--- src/rtl/leb_pkg.sv ---
// ----------------------------------------------------------------------------
// Line edit buffer package
// Shared sizes, key codes, cell control types and the sequencer states.
// ----------------------------------------------------------------------------
package leb_pkg;

  // Character cells in the row; the line never holds more than this.
  localparam int unsigned MAX_LEN = 32;

  // Field widths fixed by the interface.
  localparam int unsigned CHAR_W   = 7;
  localparam int unsigned KEY_W    = 8;
  localparam int unsigned POS_W    = 6;
  localparam int unsigned INDEX_W  = 5;
  localparam int unsigned STATUS_W = 2;

  // Key codes.
  localparam logic [KEY_W-1:0] KC_LEFT  = 8'd75;
  localparam logic [KEY_W-1:0] KC_RIGHT = 8'd77;
  localparam logic [KEY_W-1:0] KC_HOME  = 8'd71;
  localparam logic [KEY_W-1:0] KC_END   = 8'd79;
  localparam logic [KEY_W-1:0] KC_DEL   = 8'd83;
  localparam logic [KEY_W-1:0] KC_ENTER = 8'd13;
  localparam logic [KEY_W-1:0] KC_ESC   = 8'd27;
  localparam logic [KEY_W-1:0] KC_BKSP  = 8'd8;
  localparam logic [KEY_W-1:0] PRINT_LO = 8'd32;
  localparam logic [KEY_W-1:0] PRINT_HI = 8'd126;

  // Status codes of a result.
  localparam logic [STATUS_W-1:0] ST_EDIT   = 2'd0;
  localparam logic [STATUS_W-1:0] ST_ENTER  = 2'd1;
  localparam logic [STATUS_W-1:0] ST_ESCAPE = 2'd2;

  // What every cell does in a cycle.
  typedef enum logic [1:0] {
    OP_HOLD   = 2'd0,  // keep the character
    OP_INSERT = 2'd1,  // open a gap at pos and write ch there
    OP_REMOVE = 2'd2,  // close the gap at pos, tail moves one cell left
    OP_SHIFT  = 2'd3   // whole row moves one cell left toward the output
  } cell_op_e;

  typedef struct packed {
    cell_op_e          op;
    logic [POS_W-1:0]  pos;
    logic [CHAR_W-1:0] ch;
  } cell_ctrl_t;

  typedef enum logic [1:0] {
    S_IDLE   = 2'b01,
    S_STREAM = 2'b10
  } state_e;

endpackage

--- src/rtl/leb_cell.sv ---
// ----------------------------------------------------------------------------
// Line edit buffer character cell
// Holds one character of the line and takes its neighbor's on a shift.
// ----------------------------------------------------------------------------
module leb_cell (
  input  logic                          clk_i,
  input  logic [leb_pkg::POS_W-1:0]     cell_idx_i,
  input  leb_pkg::cell_ctrl_t           ctrl_i,
  input  logic [leb_pkg::CHAR_W-1:0]    left_char_i,
  input  logic [leb_pkg::CHAR_W-1:0]    right_char_i,
  output logic [leb_pkg::CHAR_W-1:0]    char_o
);

  logic [leb_pkg::CHAR_W-1:0] char_d, char_q;

  always_comb begin
    char_d = char_q;
    case (ctrl_i.op)
      leb_pkg::OP_INSERT: begin
        if (cell_idx_i > ctrl_i.pos) begin
          char_d = left_char_i;
        end else if (cell_idx_i == ctrl_i.pos) begin
          char_d = ctrl_i.ch;
        end
      end
      leb_pkg::OP_REMOVE: begin
        if (cell_idx_i >= ctrl_i.pos) begin
          char_d = right_char_i;
        end
      end
      leb_pkg::OP_SHIFT: char_d = right_char_i;
      default:           char_d = char_q;
    endcase
  end

  // Contents are meaningful only below the line length, so no reset.
  always_ff @(posedge clk_i) begin
    char_q <= char_d;
  end

  assign char_o = char_q;

endmodule

--- src/rtl/line_edit_buffer_unit.sv ---
// ----------------------------------------------------------------------------
// Line edit buffer
// Single-line keystroke editor built on a row of character cells.
// ----------------------------------------------------------------------------
// Usage: each request on the input channel (key_code_i, extended_i) is one
// keystroke. Cursor moves, delete, backspace and printable inserts update the
// line and load one edit status result at the edge that takes the request,
// so it is offered from the next cycle on. Enter or Escape stream the line
// out on the result channel, one character per result, the first one loaded
// once the block has entered streaming, with last_o on the final one; an empty
// line gives one result with a zero character, offered like an edit status.
// The line is then cleared. Codes that mean nothing give no result.
// Finishing a line first enters streaming; then the cell row moves the line one
// cell toward cell 0 for each character sent. An empty line is finished
// without streaming. No new keystroke is taken meanwhile. The result register
// frees the input side: a keystroke is taken while a result waits as long as
// the receiver takes it in the same cycle. When the receiver stalls, the
// result holds and streaming pauses with it. Reset clears the cursor, the
// length and the channel state, and sets the length limit to 32; the
// character cells are not cleared. The limit port (cfg_valid_i, cfg_data_i)
// is always ready; the user writes it only while idle, and the block itself
// does not enforce this.
module line_edit_buffer_unit (
  input  logic                            clk_i,
  input  logic                            rst_ni,
  input  logic                            cfg_valid_i,
  output logic                            cfg_ready_o,
  input  logic [leb_pkg::POS_W-1:0]       cfg_data_i,
  input  logic                            in_valid_i,
  output logic                            in_ready_o,
  input  logic [leb_pkg::KEY_W-1:0]       key_code_i,
  input  logic                            extended_i,
  output logic                            out_valid_o,
  input  logic                            out_ready_i,
  output logic [leb_pkg::STATUS_W-1:0]    status_o,
  output logic [leb_pkg::CHAR_W-1:0]      char_out_o,
  output logic [leb_pkg::INDEX_W-1:0]     char_index_o,
  output logic [leb_pkg::POS_W-1:0]       cursor_pos_o,
  output logic [leb_pkg::POS_W-1:0]       line_length_o,
  output logic                            last_o
);

  localparam int unsigned POS_W = leb_pkg::POS_W;

  // Control state.
  leb_pkg::state_e     state_d, state_q;
  logic [POS_W-1:0]    cursor_d, cursor_q;
  logic [POS_W-1:0]    length_d, length_q;
  logic [POS_W-1:0]    max_len_q;
  logic [POS_W-1:0]    sidx_d, sidx_q;
  logic [leb_pkg::STATUS_W-1:0] fin_st_d, fin_st_q;
  logic                out_valid_d, out_valid_q;

  // Result payload.
  logic [leb_pkg::STATUS_W-1:0] res_st_d, res_st_q;
  logic [leb_pkg::CHAR_W-1:0]   res_ch_d, res_ch_q;
  logic [leb_pkg::INDEX_W-1:0]  res_idx_d, res_idx_q;
  logic [POS_W-1:0]             res_cur_d, res_cur_q;
  logic [POS_W-1:0]             res_len_d, res_len_q;
  logic                         res_last_d, res_last_q;

  leb_pkg::cell_ctrl_t          ctrl;
  logic [leb_pkg::CHAR_W-1:0]   cell_char [leb_pkg::MAX_LEN];

  logic             out_free, accept, load_out, stream_last;
  logic [POS_W:0]   limit;

  // Row of character cells; neighbors beyond either end read as zero.
  for (genvar g = 0; g < leb_pkg::MAX_LEN; g++) begin : g_cell
    logic [leb_pkg::CHAR_W-1:0] left_ch, right_ch;
    if (g == 0) begin : g_first
      assign left_ch = '0;
    end else begin : g_mid_l
      assign left_ch = cell_char[g-1];
    end
    if (g == leb_pkg::MAX_LEN - 1) begin : g_last
      assign right_ch = '0;
    end else begin : g_mid_r
      assign right_ch = cell_char[g+1];
    end
    leb_cell u_cell (
      .clk_i        (clk_i),
      .cell_idx_i   (POS_W'(g)),
      .ctrl_i       (ctrl),
      .left_char_i  (left_ch),
      .right_char_i (right_ch),
      .char_o       (cell_char[g])
    );
  end

  // Limit in force is the register saturated to the number of cells.
  assign limit = ({1'b0, max_len_q} > (POS_W+1)'(leb_pkg::MAX_LEN)) ?
                 (POS_W+1)'(leb_pkg::MAX_LEN) : {1'b0, max_len_q};

  assign out_free    = !out_valid_q || out_ready_i;
  assign in_ready_o  = (state_q == leb_pkg::S_IDLE) && out_free;
  assign accept      = in_valid_i && in_ready_o;
  assign cfg_ready_o = 1'b1;
  assign stream_last = (sidx_q + POS_W'(1)) == length_q;

  always_comb begin
    state_d    = state_q;
    cursor_d   = cursor_q;
    length_d   = length_q;
    sidx_d     = sidx_q;
    fin_st_d   = fin_st_q;
    ctrl.op    = leb_pkg::OP_HOLD;
    ctrl.pos   = cursor_q;
    ctrl.ch    = key_code_i[leb_pkg::CHAR_W-1:0];
    load_out   = 1'b0;
    res_st_d   = leb_pkg::ST_EDIT;
    res_ch_d   = '0;
    res_idx_d  = '0;
    res_cur_d  = '0;
    res_len_d  = '0;
    res_last_d = 1'b1;

    case (state_q)
      leb_pkg::S_IDLE: begin
        if (accept) begin
          if (extended_i) begin
            load_out = 1'b1;
            if (key_code_i == leb_pkg::KC_LEFT) begin
              if (cursor_q != '0) cursor_d = cursor_q - POS_W'(1);
            end else if (key_code_i == leb_pkg::KC_RIGHT) begin
              if (cursor_q < length_q) cursor_d = cursor_q + POS_W'(1);
            end else if (key_code_i == leb_pkg::KC_HOME) begin
              cursor_d = '0;
            end else if (key_code_i == leb_pkg::KC_END) begin
              cursor_d = length_q;
            end else if (key_code_i == leb_pkg::KC_DEL) begin
              if (cursor_q < length_q) begin
                ctrl.op  = leb_pkg::OP_REMOVE;
                length_d = length_q - POS_W'(1);
              end
            end else begin
              load_out = 1'b0;
            end
          end else if (key_code_i == leb_pkg::KC_ENTER ||
                       key_code_i == leb_pkg::KC_ESC) begin
            fin_st_d = (key_code_i == leb_pkg::KC_ENTER) ?
                       leb_pkg::ST_ENTER : leb_pkg::ST_ESCAPE;
            sidx_d   = '0;
            if (length_q == '0) begin
              // Empty line: a single zero result, nothing to stream.
              load_out = 1'b1;
              res_st_d = fin_st_d;
              cursor_d = '0;
            end else begin
              state_d = leb_pkg::S_STREAM;
            end
          end else if (key_code_i == leb_pkg::KC_BKSP) begin
            load_out = 1'b1;
            if (cursor_q != '0) begin
              ctrl.op  = leb_pkg::OP_REMOVE;
              ctrl.pos = cursor_q - POS_W'(1);
              cursor_d = cursor_q - POS_W'(1);
              length_d = length_q - POS_W'(1);
            end
          end else if (key_code_i >= leb_pkg::PRINT_LO &&
                       key_code_i <= leb_pkg::PRINT_HI) begin
            load_out = 1'b1;
            if ({1'b0, length_q} < limit) begin
              ctrl.op  = leb_pkg::OP_INSERT;
              cursor_d = cursor_q + POS_W'(1);
              length_d = length_q + POS_W'(1);
            end
          end
          res_cur_d = cursor_d;
          res_len_d = length_d;
        end
      end
      leb_pkg::S_STREAM: begin
        // Cell 0 always holds the next character; the row moves left.
        if (out_free) begin
          ctrl.op    = leb_pkg::OP_SHIFT;
          load_out   = 1'b1;
          res_st_d   = fin_st_q;
          res_ch_d   = cell_char[0];
          res_idx_d  = sidx_q[leb_pkg::INDEX_W-1:0];
          res_last_d = stream_last;
          sidx_d     = sidx_q + POS_W'(1);
          if (stream_last) begin
            cursor_d = '0;
            length_d = '0;
            state_d  = leb_pkg::S_IDLE;
          end
        end
      end
      default: state_d = leb_pkg::S_IDLE;
    endcase
  end

  assign out_valid_d = load_out ? 1'b1 : (out_ready_i ? 1'b0 : out_valid_q);

  always_ff @(posedge clk_i or negedge rst_ni) begin
    if (!rst_ni) begin
      state_q     <= leb_pkg::S_IDLE;
      cursor_q    <= '0;
      length_q    <= '0;
      max_len_q   <= POS_W'(32);
      sidx_q      <= '0;
      fin_st_q    <= leb_pkg::ST_EDIT;
      out_valid_q <= 1'b0;
    end else begin
      state_q     <= state_d;
      cursor_q    <= cursor_d;
      length_q    <= length_d;
      sidx_q      <= sidx_d;
      fin_st_q    <= fin_st_d;
      out_valid_q <= out_valid_d;
      if (cfg_valid_i && cfg_ready_o) begin
        max_len_q <= cfg_data_i;
      end
    end
  end

  always_ff @(posedge clk_i) begin
    if (load_out) begin
      res_st_q   <= res_st_d;
      res_ch_q   <= res_ch_d;
      res_idx_q  <= res_idx_d;
      res_cur_q  <= res_cur_d;
      res_len_q  <= res_len_d;
      res_last_q <= res_last_d;
    end
  end

  assign out_valid_o   = out_valid_q;
  assign status_o      = res_st_q;
  assign char_out_o    = res_ch_q;
  assign char_index_o  = res_idx_q;
  assign cursor_pos_o  = res_cur_q;
  assign line_length_o = res_len_q;
  assign last_o        = res_last_q;

  // The cursor never passes the end of the line.
  assert property (@(posedge clk_i) disable iff (!rst_ni) cursor_q <= length_q)
    else $error("cursor beyond line length");

  // The line never holds more characters than there are cells.
  assert property (@(posedge clk_i) disable iff (!rst_ni)
                   {1'b0, length_q} <= (POS_W+1)'(leb_pkg::MAX_LEN))
    else $error("line length beyond cell count");

  // Streaming only happens with characters left in the row.
  assert property (@(posedge clk_i) disable iff (!rst_ni)
                   state_q == leb_pkg::S_STREAM |-> length_q != '0)
    else $error("streaming an empty line");

  // The final streamed character leaves an empty line and an idle block.
  assert property (@(posedge clk_i) disable iff (!rst_ni)
                   (state_q == leb_pkg::S_STREAM && out_free && stream_last) |=>
                   (state_q == leb_pkg::S_IDLE && length_q == '0 && cursor_q == '0))
    else $error("line not cleared after finish");

endmodule

--- config.mk ---
export PLATFORM = sky130hd
export DESIGN_NAME = line_edit_buffer_unit
export DESIGN_NICKNAME = d
export VERILOG_FILES = /design/src/rtl/leb_pkg.sv /design/src/rtl/leb_cell.sv /design/src/rtl/line_edit_buffer_unit.sv
export SDC_FILE = /design/constraint.sdc
export NUM_CORES = 1
export LEC_CHECK = 0
export ABC_AREA = 0
export BUFFER_PORTS_ARGS = -buffer_cell sky130_fd_sc_hd__buf_2
export CORE_MARGIN = 5
export CORE_UTILIZATION = 50
export DETAILED_ROUTE_END_ITERATION = 8
export MAX_ROUTING_LAYER = met4
export PLACE_DENSITY = 0.66
export SKIP_LAST_GASP = 1
export SYNTH_ARGS = -nofsm -noshare
export SYNTH_HDL_FRONTEND = slang
export SYNTH_SLANG_ARGS = --single-unit
--- constraint.sdc ---
create_clock -name clk_i -period 5 [get_ports clk_i]
set_input_delay 0.75 -clock clk_i [delete_from_list [all_inputs] [get_ports clk_i]]
set_output_delay 0.75 -clock clk_i [all_outputs]
set_load 0.02 [all_outputs]
Word level (Yosys, flattened, before mapping) --
Cells that the tools add are included.
Storage, ports and cells: logic and storage cells 496, register bits 280, input port bits 20, output and inout bits 30
Cells by class: bitwise gates (word level) 1, equal/unequal tests 115, muxes and demuxes 211, reduce and logical (&&, ||, !) cells 50, magnitude comparators 69, add/sub/neg operators 5
Operators with widths (number):
- $mux W7 | 96
- $pmux W7 S3 | 32
- $mux W6 | 36
- $eq A5 B6 Y1 const A | 16
- $ge A5 B6 Y1 const A | 16
- $gt A5 B6 Y1 const A | 16
- $ne A3 B1 Y1 const B | 32
- $reduce_and A3 Y1 | 32
- $ne A2 B1 Y1 const B | 33
- $eq A4 B6 Y1 const A | 8
- $ge A4 B6 Y1 const A | 8
- $gt A4 B6 Y1 const A | 8
- $mux W2 | 22
- $eq A8 B7 Y1 const B | 5
- $pmux W6 S2 | 3
- $eq A3 B6 Y1 const A | 4
- $ge A3 B6 Y1 const A | 4
- $gt A3 B6 Y1 const A | 4
- $mux W8 | 3
- $add A6 B1 Y6 const B | 3
- $eq A8 B4 Y1 const B | 2
- $mux W1 | 15
- $eq A2 B6 Y1 const A | 2
- $ge A1 B6 Y1 const A | 2
- other kinds (28) | 49

Depth between registers and ports, before layout --
word-level depth 14, gate-level depth with buffers 13, gate-level depth less buffers 10

By module --
Synthesis repeated with hierarchy kept, for this count alone.
Unflattened totals: cells, all modules 2995, area, all modules 25522.0 um2
Modules (own cells, without submodules):
- leb_cell | times used 32, area an instance 658.1 um2, cells each 78, seq. area each 210.2 um2
- line_edit_buffer_unit | times used 1, area an instance 4461.8 um2, cells each 499, seq. area each 1539.0 um2

Least setup slack after synthesis --
Ideal clock, no wire load.
kind in2reg, start input key_code_i[5] in the netlist's numbering, end register res_idx_q (netlist bit char_index_o[0]) (enable), cell stages on the path 8, library setup time 0.420 ns, path buffers 2, arrival time 3.480 ns, setup slack 1.100 ns, data required time 4.580 ns, cell sequence clkbuf_1 nor4b_1 and3_1 clkbuf_1 nor3_1 a21oi_1 o21ai_0 a21oi_1
Between the ends: word-level cells in the longest chain between the ends 9, elaborated cells between the ends (all ways) 23, those cells by class order compare (2); eq/ne (8); mux (11); reduce/logical (2)
Ends and longest elaborated chain:
- from (decl) | RTL line line_edit_buffer_unit.sv:31 | input logic [leb_pkg::KEY_W-1:0] key_code_i,
- branches (longest 6 deep; another with $ge A8 B6 Y1)
- $mux W1 (*) | RTL line line_edit_buffer_unit.sv:121 | if (extended_i) begin
- $mux W1 (*) | RTL line line_edit_buffer_unit.sv:120 | if (accept) begin
- $pmux W1 S2 (*) | RTL line line_edit_buffer_unit.sv:118 | case (state_q)
- named net load_out | RTL line line_edit_buffer_unit.sv:65 | logic out_free, accept, load_out, stream_last;
- to (signal assigned) | RTL line line_edit_buffer_unit.sv:222 | res_idx_q <= res_idx_d;
- to (decl) | RTL line line_edit_buffer_unit.sv:57 | logic [leb_pkg::INDEX_W-1:0] res_idx_d, res_idx_q;
Mark *: on every way through the listed nets, which the timed path passes. A chain may end at the register's enable or synchronous reset.

Worst setup path after layout --
start register state_q[0], end register g_cell[5].u_cell.char_q (netlist bit g_cell[5].u_cell.char_o[5]) (enable)
Between the ends: word-level cells in the longest chain between the ends 8, elaborated cells between the ends (all ways) 17, those cells by class order compare (2); eq/ne (8); mux (3); reduce/logical (4)
Ends and longest elaborated chain:
- from (decl) | RTL line line_edit_buffer_unit.sv:46 | leb_pkg::state_e state_d, state_q;
- from (signal assigned) | RTL line line_edit_buffer_unit.sv:198 | state_q <= leb_pkg::S_IDLE;
- from (signal assigned) | RTL line line_edit_buffer_unit.sv:206 | state_q <= state_d;
- $eq A2 B1 Y1 | RTL line line_edit_buffer_unit.sv:96, line_edit_buffer_unit.sv:118
- $logic_and A1 B1 Y1 | RTL line line_edit_buffer_unit.sv:96 | assign in_ready_o = (state_q == leb_pkg::S_IDLE) && out_free;
- $logic_and A1 B1 Y1 | RTL line line_edit_buffer_unit.sv:97 | assign accept = in_valid_i && in_ready_o;
- $mux W8 | RTL line line_edit_buffer_unit.sv:120
- $mux W6 / $pmux W2 S2 (equally long branches) | RTL line line_edit_buffer_unit.sv:118
- $gt A3 B6 Y1 (tied with other cells) | RTL line leb_cell.sv:20 | if (cell_idx_i > ctrl_i.pos) begin
- $ne A3 B1 Y1 (no line) (tied with other cells)
- $reduce_and A3 Y1 (no line) (*)
- to (signal assigned) | RTL line leb_cell.sv:38 | char_q <= char_d;
- to (decl) | RTL line leb_cell.sv:14 | logic [leb_pkg::CHAR_W-1:0] char_d, char_q;
Every way passes the cells marked *; elsewhere a longest branch is shown, timed or not.

==> results summary <==
The flow ran to the end, and the final reports show no timing, DRC or antenna violations. The slew of the pin with the lowest slew margin came out at 973 ps. The number of antenna violations at the first check in global routing came out at 0. The data arrival time at the worst-slack endpoint came out at 4380 ps. The post-cts gate resize count is 0. The total count of hold-check failures in the final report came to 0. The proportion of netlist area held by the largest area contributor is 46.0%. The top-level I/O count came out at 50. The number of nets still failing antenna checks after routing is 0. The sequential cell area fraction in the yosys report is 50.5%.

The post-CTS setup repair buffer count is 0. The routed via count divided by cell count came out at 6.25. The placeable core region is 32,500 um2. The category of the worst setup path launch point is a flip-flop. From synthesis to final layout, the design area changed by 10.0%. After routing, the total negative slack on setup checks comes to 0 ps. The slowest stage of the critical path is the or4_1 cell. The via count of the routed design came out at 13,033. The library cell with the highest instance count after synthesis is edfxtp_1.

The cell family contributing the most delay on the critical path is simple AND/OR/NAND/NOR gates. The clock transition at the registers of the reported paths came out at 60 ps. edfxtp_1 takes more of the synthesized area than any other cell.

The synthesized netlist net count is 1,671. The upper clock frequency limit is 0.241 GHz. The total half-perimeter wirelength after legalization and detailed placement is 30.9 mm.

The DRC violation total after the first TritonRoute iteration came out at 1,531. The CTS root buffer is clkbuf_16. The total number of clock tree sinks is 280. The critical path's largest stage delay is 850 ps.

After clock tree synthesis, the flow added hold-fix buffers numbering 0. By count the netlist is led by edfxtp_1 (251), nand2_1 (246), mux2i_1 (148). The via count of the first global-routing pass came out at 12,515. The cell seen most often among critical-path stages is nand2b_1. The routed wirelength normalized by instance count came out at 22.1 um.

After synthesis, the cell types taking the most area are edfxtp_1 (46%), mux2i_1 (9.0%), nand2_1 (5.6%). TritonCTS built the clock tree. For this run the aggregate overflow at the end of global routing stands at 0.

The critical path is of the reg2reg type. The largest net degree at the start of global routing is 199. The most used flip-flop cell after synthesis is edfxtp_1. The count of synthesis-stage warnings from yosys is 0. The total stage count of the critical path came out at 9.

The first global-routing pass estimated 73.2 mm of wire. The number of enable-type register cells in the synthesized netlist is 251. The worst reg-to-reg setup slack is 850 ps. Headroom to the max-slew limit came out at 35.0%. The post-route netlist has 11.5% of its cells at a drive strength greater than 1. The maximum fanout count along the critical path is 24. The mean post-synth cell area is 10.0 um2. The overall die height is 191 um.

The fraction of registers with async set or reset after synthesis came out at 10.4%. The first-pass iteration count of the detailed router is 6. The areal power density over the cells is 473 nW/um2. The count of cells along the worst register-to-register path is 9.

The detailed-route wire length came out at 46.1 mm. The floorplan die area is 36,500 um2. Port buffering added 48 buffers.

For the worst-skew pair, the clock arrives at the later sink with an insertion delay of 520 ps. The signal on the critical path passes through ha_1, nand3b_1, nand2b_1, nor3_2, mux2_2, or4_1, nand2b_1, a21oi_1, buf_4. The placement row count is 66. On the final layout, the worst clock skew is 13.4 ps.

In the final design database the tool counted 1,656 nets. The instance count of the mapped netlist came out at 1,633. The register bit total from synthesis is 280. STA classifies the critical path endpoint as a flip-flop. The final count of pins violating max slew came out at 0. The path class of the lowest-slack min-delay path is in2async. The post-layout minimum cycle time came out at 4150 ps. The H-tree was split into 2 levels. The buffer depth of the longest clock path is 3. The portion of the clock cycle consumed by the worst path in the final layout came out at 83.0%. Setup repair after global routing left no endpoint under its margin.

At the worst endpoint, the required time is 5230 ps. For this run, the total global-route usage over all layers was measured as 26.0%. The count of different cell masters after synthesis is 90.

The netlist area before placement is 16,400 um2. The initial standard-cell utilization of the core is 50.5%. The worst-case IR drop observed on VDD is 0.000303 V. The count of maximum capacitance violations is 0.

The number of antenna repair diodes came out at 0. The die boundary width came out at 191 um. The power after layout came out at 8.53 mW. The DRC violation count after routing is 0.

Setup violations remaining at the end of the flow were counted as 0. The final estimated routing congestion in global placement came out at 0.963. The number of clock buffers inserted by TritonCTS is 34. In this run the static leakage power is 6.54 nW. The sum of buffers and inverters on the critical path came out at 1.
==> worst paths after layout <==
kind,startpoint,endpoint
max,state_q[0],g_cell[5].u_cell.char_o[5]
max in group asynchronous,rst_ni,state_q[1]
min,rst_ni,cursor_q[1]
max reg2reg,state_q[0],g_cell[5].u_cell.char_o[5]
min in group clk_i,cfg_data_i[5],max_len_q[5]
min reg2reg,fin_st_q[0],fin_st_q[0]
==> cells in the final DEF, fill, tap and decap left out, drive strengths merged, types with 46 or more instances in the layout <==
| cell | netlist | routed |
|---|---|---|
| o211ai | 52 | 52 |
| buf | 28 | 87 |
| nand3 | 72 | 72 |
| mux2i | 148 | 148 |
| nand2 | 248 | 248 |
| o21ai | 163 | 163 |
| nor2 | 109 | 109 |
| edfxtp | 251 | 251 |
| a21oi | 79 | 79 |
| clkbuf | 110 | 46 |
==> registers in the layout (all words and copies together) (netlist names) <==
register and flops:
line_length_o 6, cursor_q 6, char_index_o 5, last_o 1
sidx_q 6, out_valid_o 1, status_o 2, max_len_q 6
length_q 6, cursor_pos_o 6, state_q 2, g_cell.u_cell.char_o 224
char_out_o 7, fin_st_q 2
==> kinds of logic after synthesis <==
group / after synthesis / synth area share [%]
and+or+nand+nor: 584 / 17.0
AOI/OAI and AO/OA: 414 / 16.7
DFF: 280 / 50.5
buffers and inverters: 166 / 4.15
muxes: 155 / 9.55
adders and majority gates: 18 / 1.37
xor gates and xnor gates: 15 / 0.802
other: 1 / 0.0229
==> metrics by stage <==
| stage | util (%) | std cells | hold slack (ps) | setup WS [ps] | instance area, um2 |
|---|---|---|---|---|---|
| 4_1_cts | 55.5 | 2086 | 308 | 893 | 18000 |
| 3_3_place_gp | 52.3 | 2024 | 460 | 868 | 17000 |
| 2_1_floorplan | - | 1633 | 450 | 1100 | 16400 |
| 3_5_place_dp | 52.3 | 2024 | 476 | 819 | 17000 |
| 6_report | 55.5 | 2086 | 304 | 849 | 18000 |
| 5_1_grt | 55.5 | 2086 | 360 | 665 | 18000 |
==> power by group <==
part	total (mW)	leakage, nW	switching, mW	internal (mW)
logic	3.04	3.37	1.94	1.11
registers	3.16	2.66	0.183	2.98
clock network	2.32	0.505	0.973	1.35
==> layout make-up <==
cell class,instances,area [um2]
flip-flops and latches,280,8270
repair buffers,87,571
well taps,442,553
clock buffers,46,917
clock inverters,16,121
multi-input cells,1187,7490
fillers,2866,14400
inverters,28,105
==> per-layer routing <==
| metal | vias to the layer above | global-route usage [%] | wire length [um] |
|---|---|---|---|
| met5 | - | - | 0 |
| met4 | 0 | 5.39 | 726 |
| met3 | 60 | 3.23 | 3130 |
| met2 | 545 | 39.7 | 21200 |
| met1 | 6375 | 37.8 | 21000 |
| li1 | 6053 | - | - |
(Power assumes the default switching activity.)
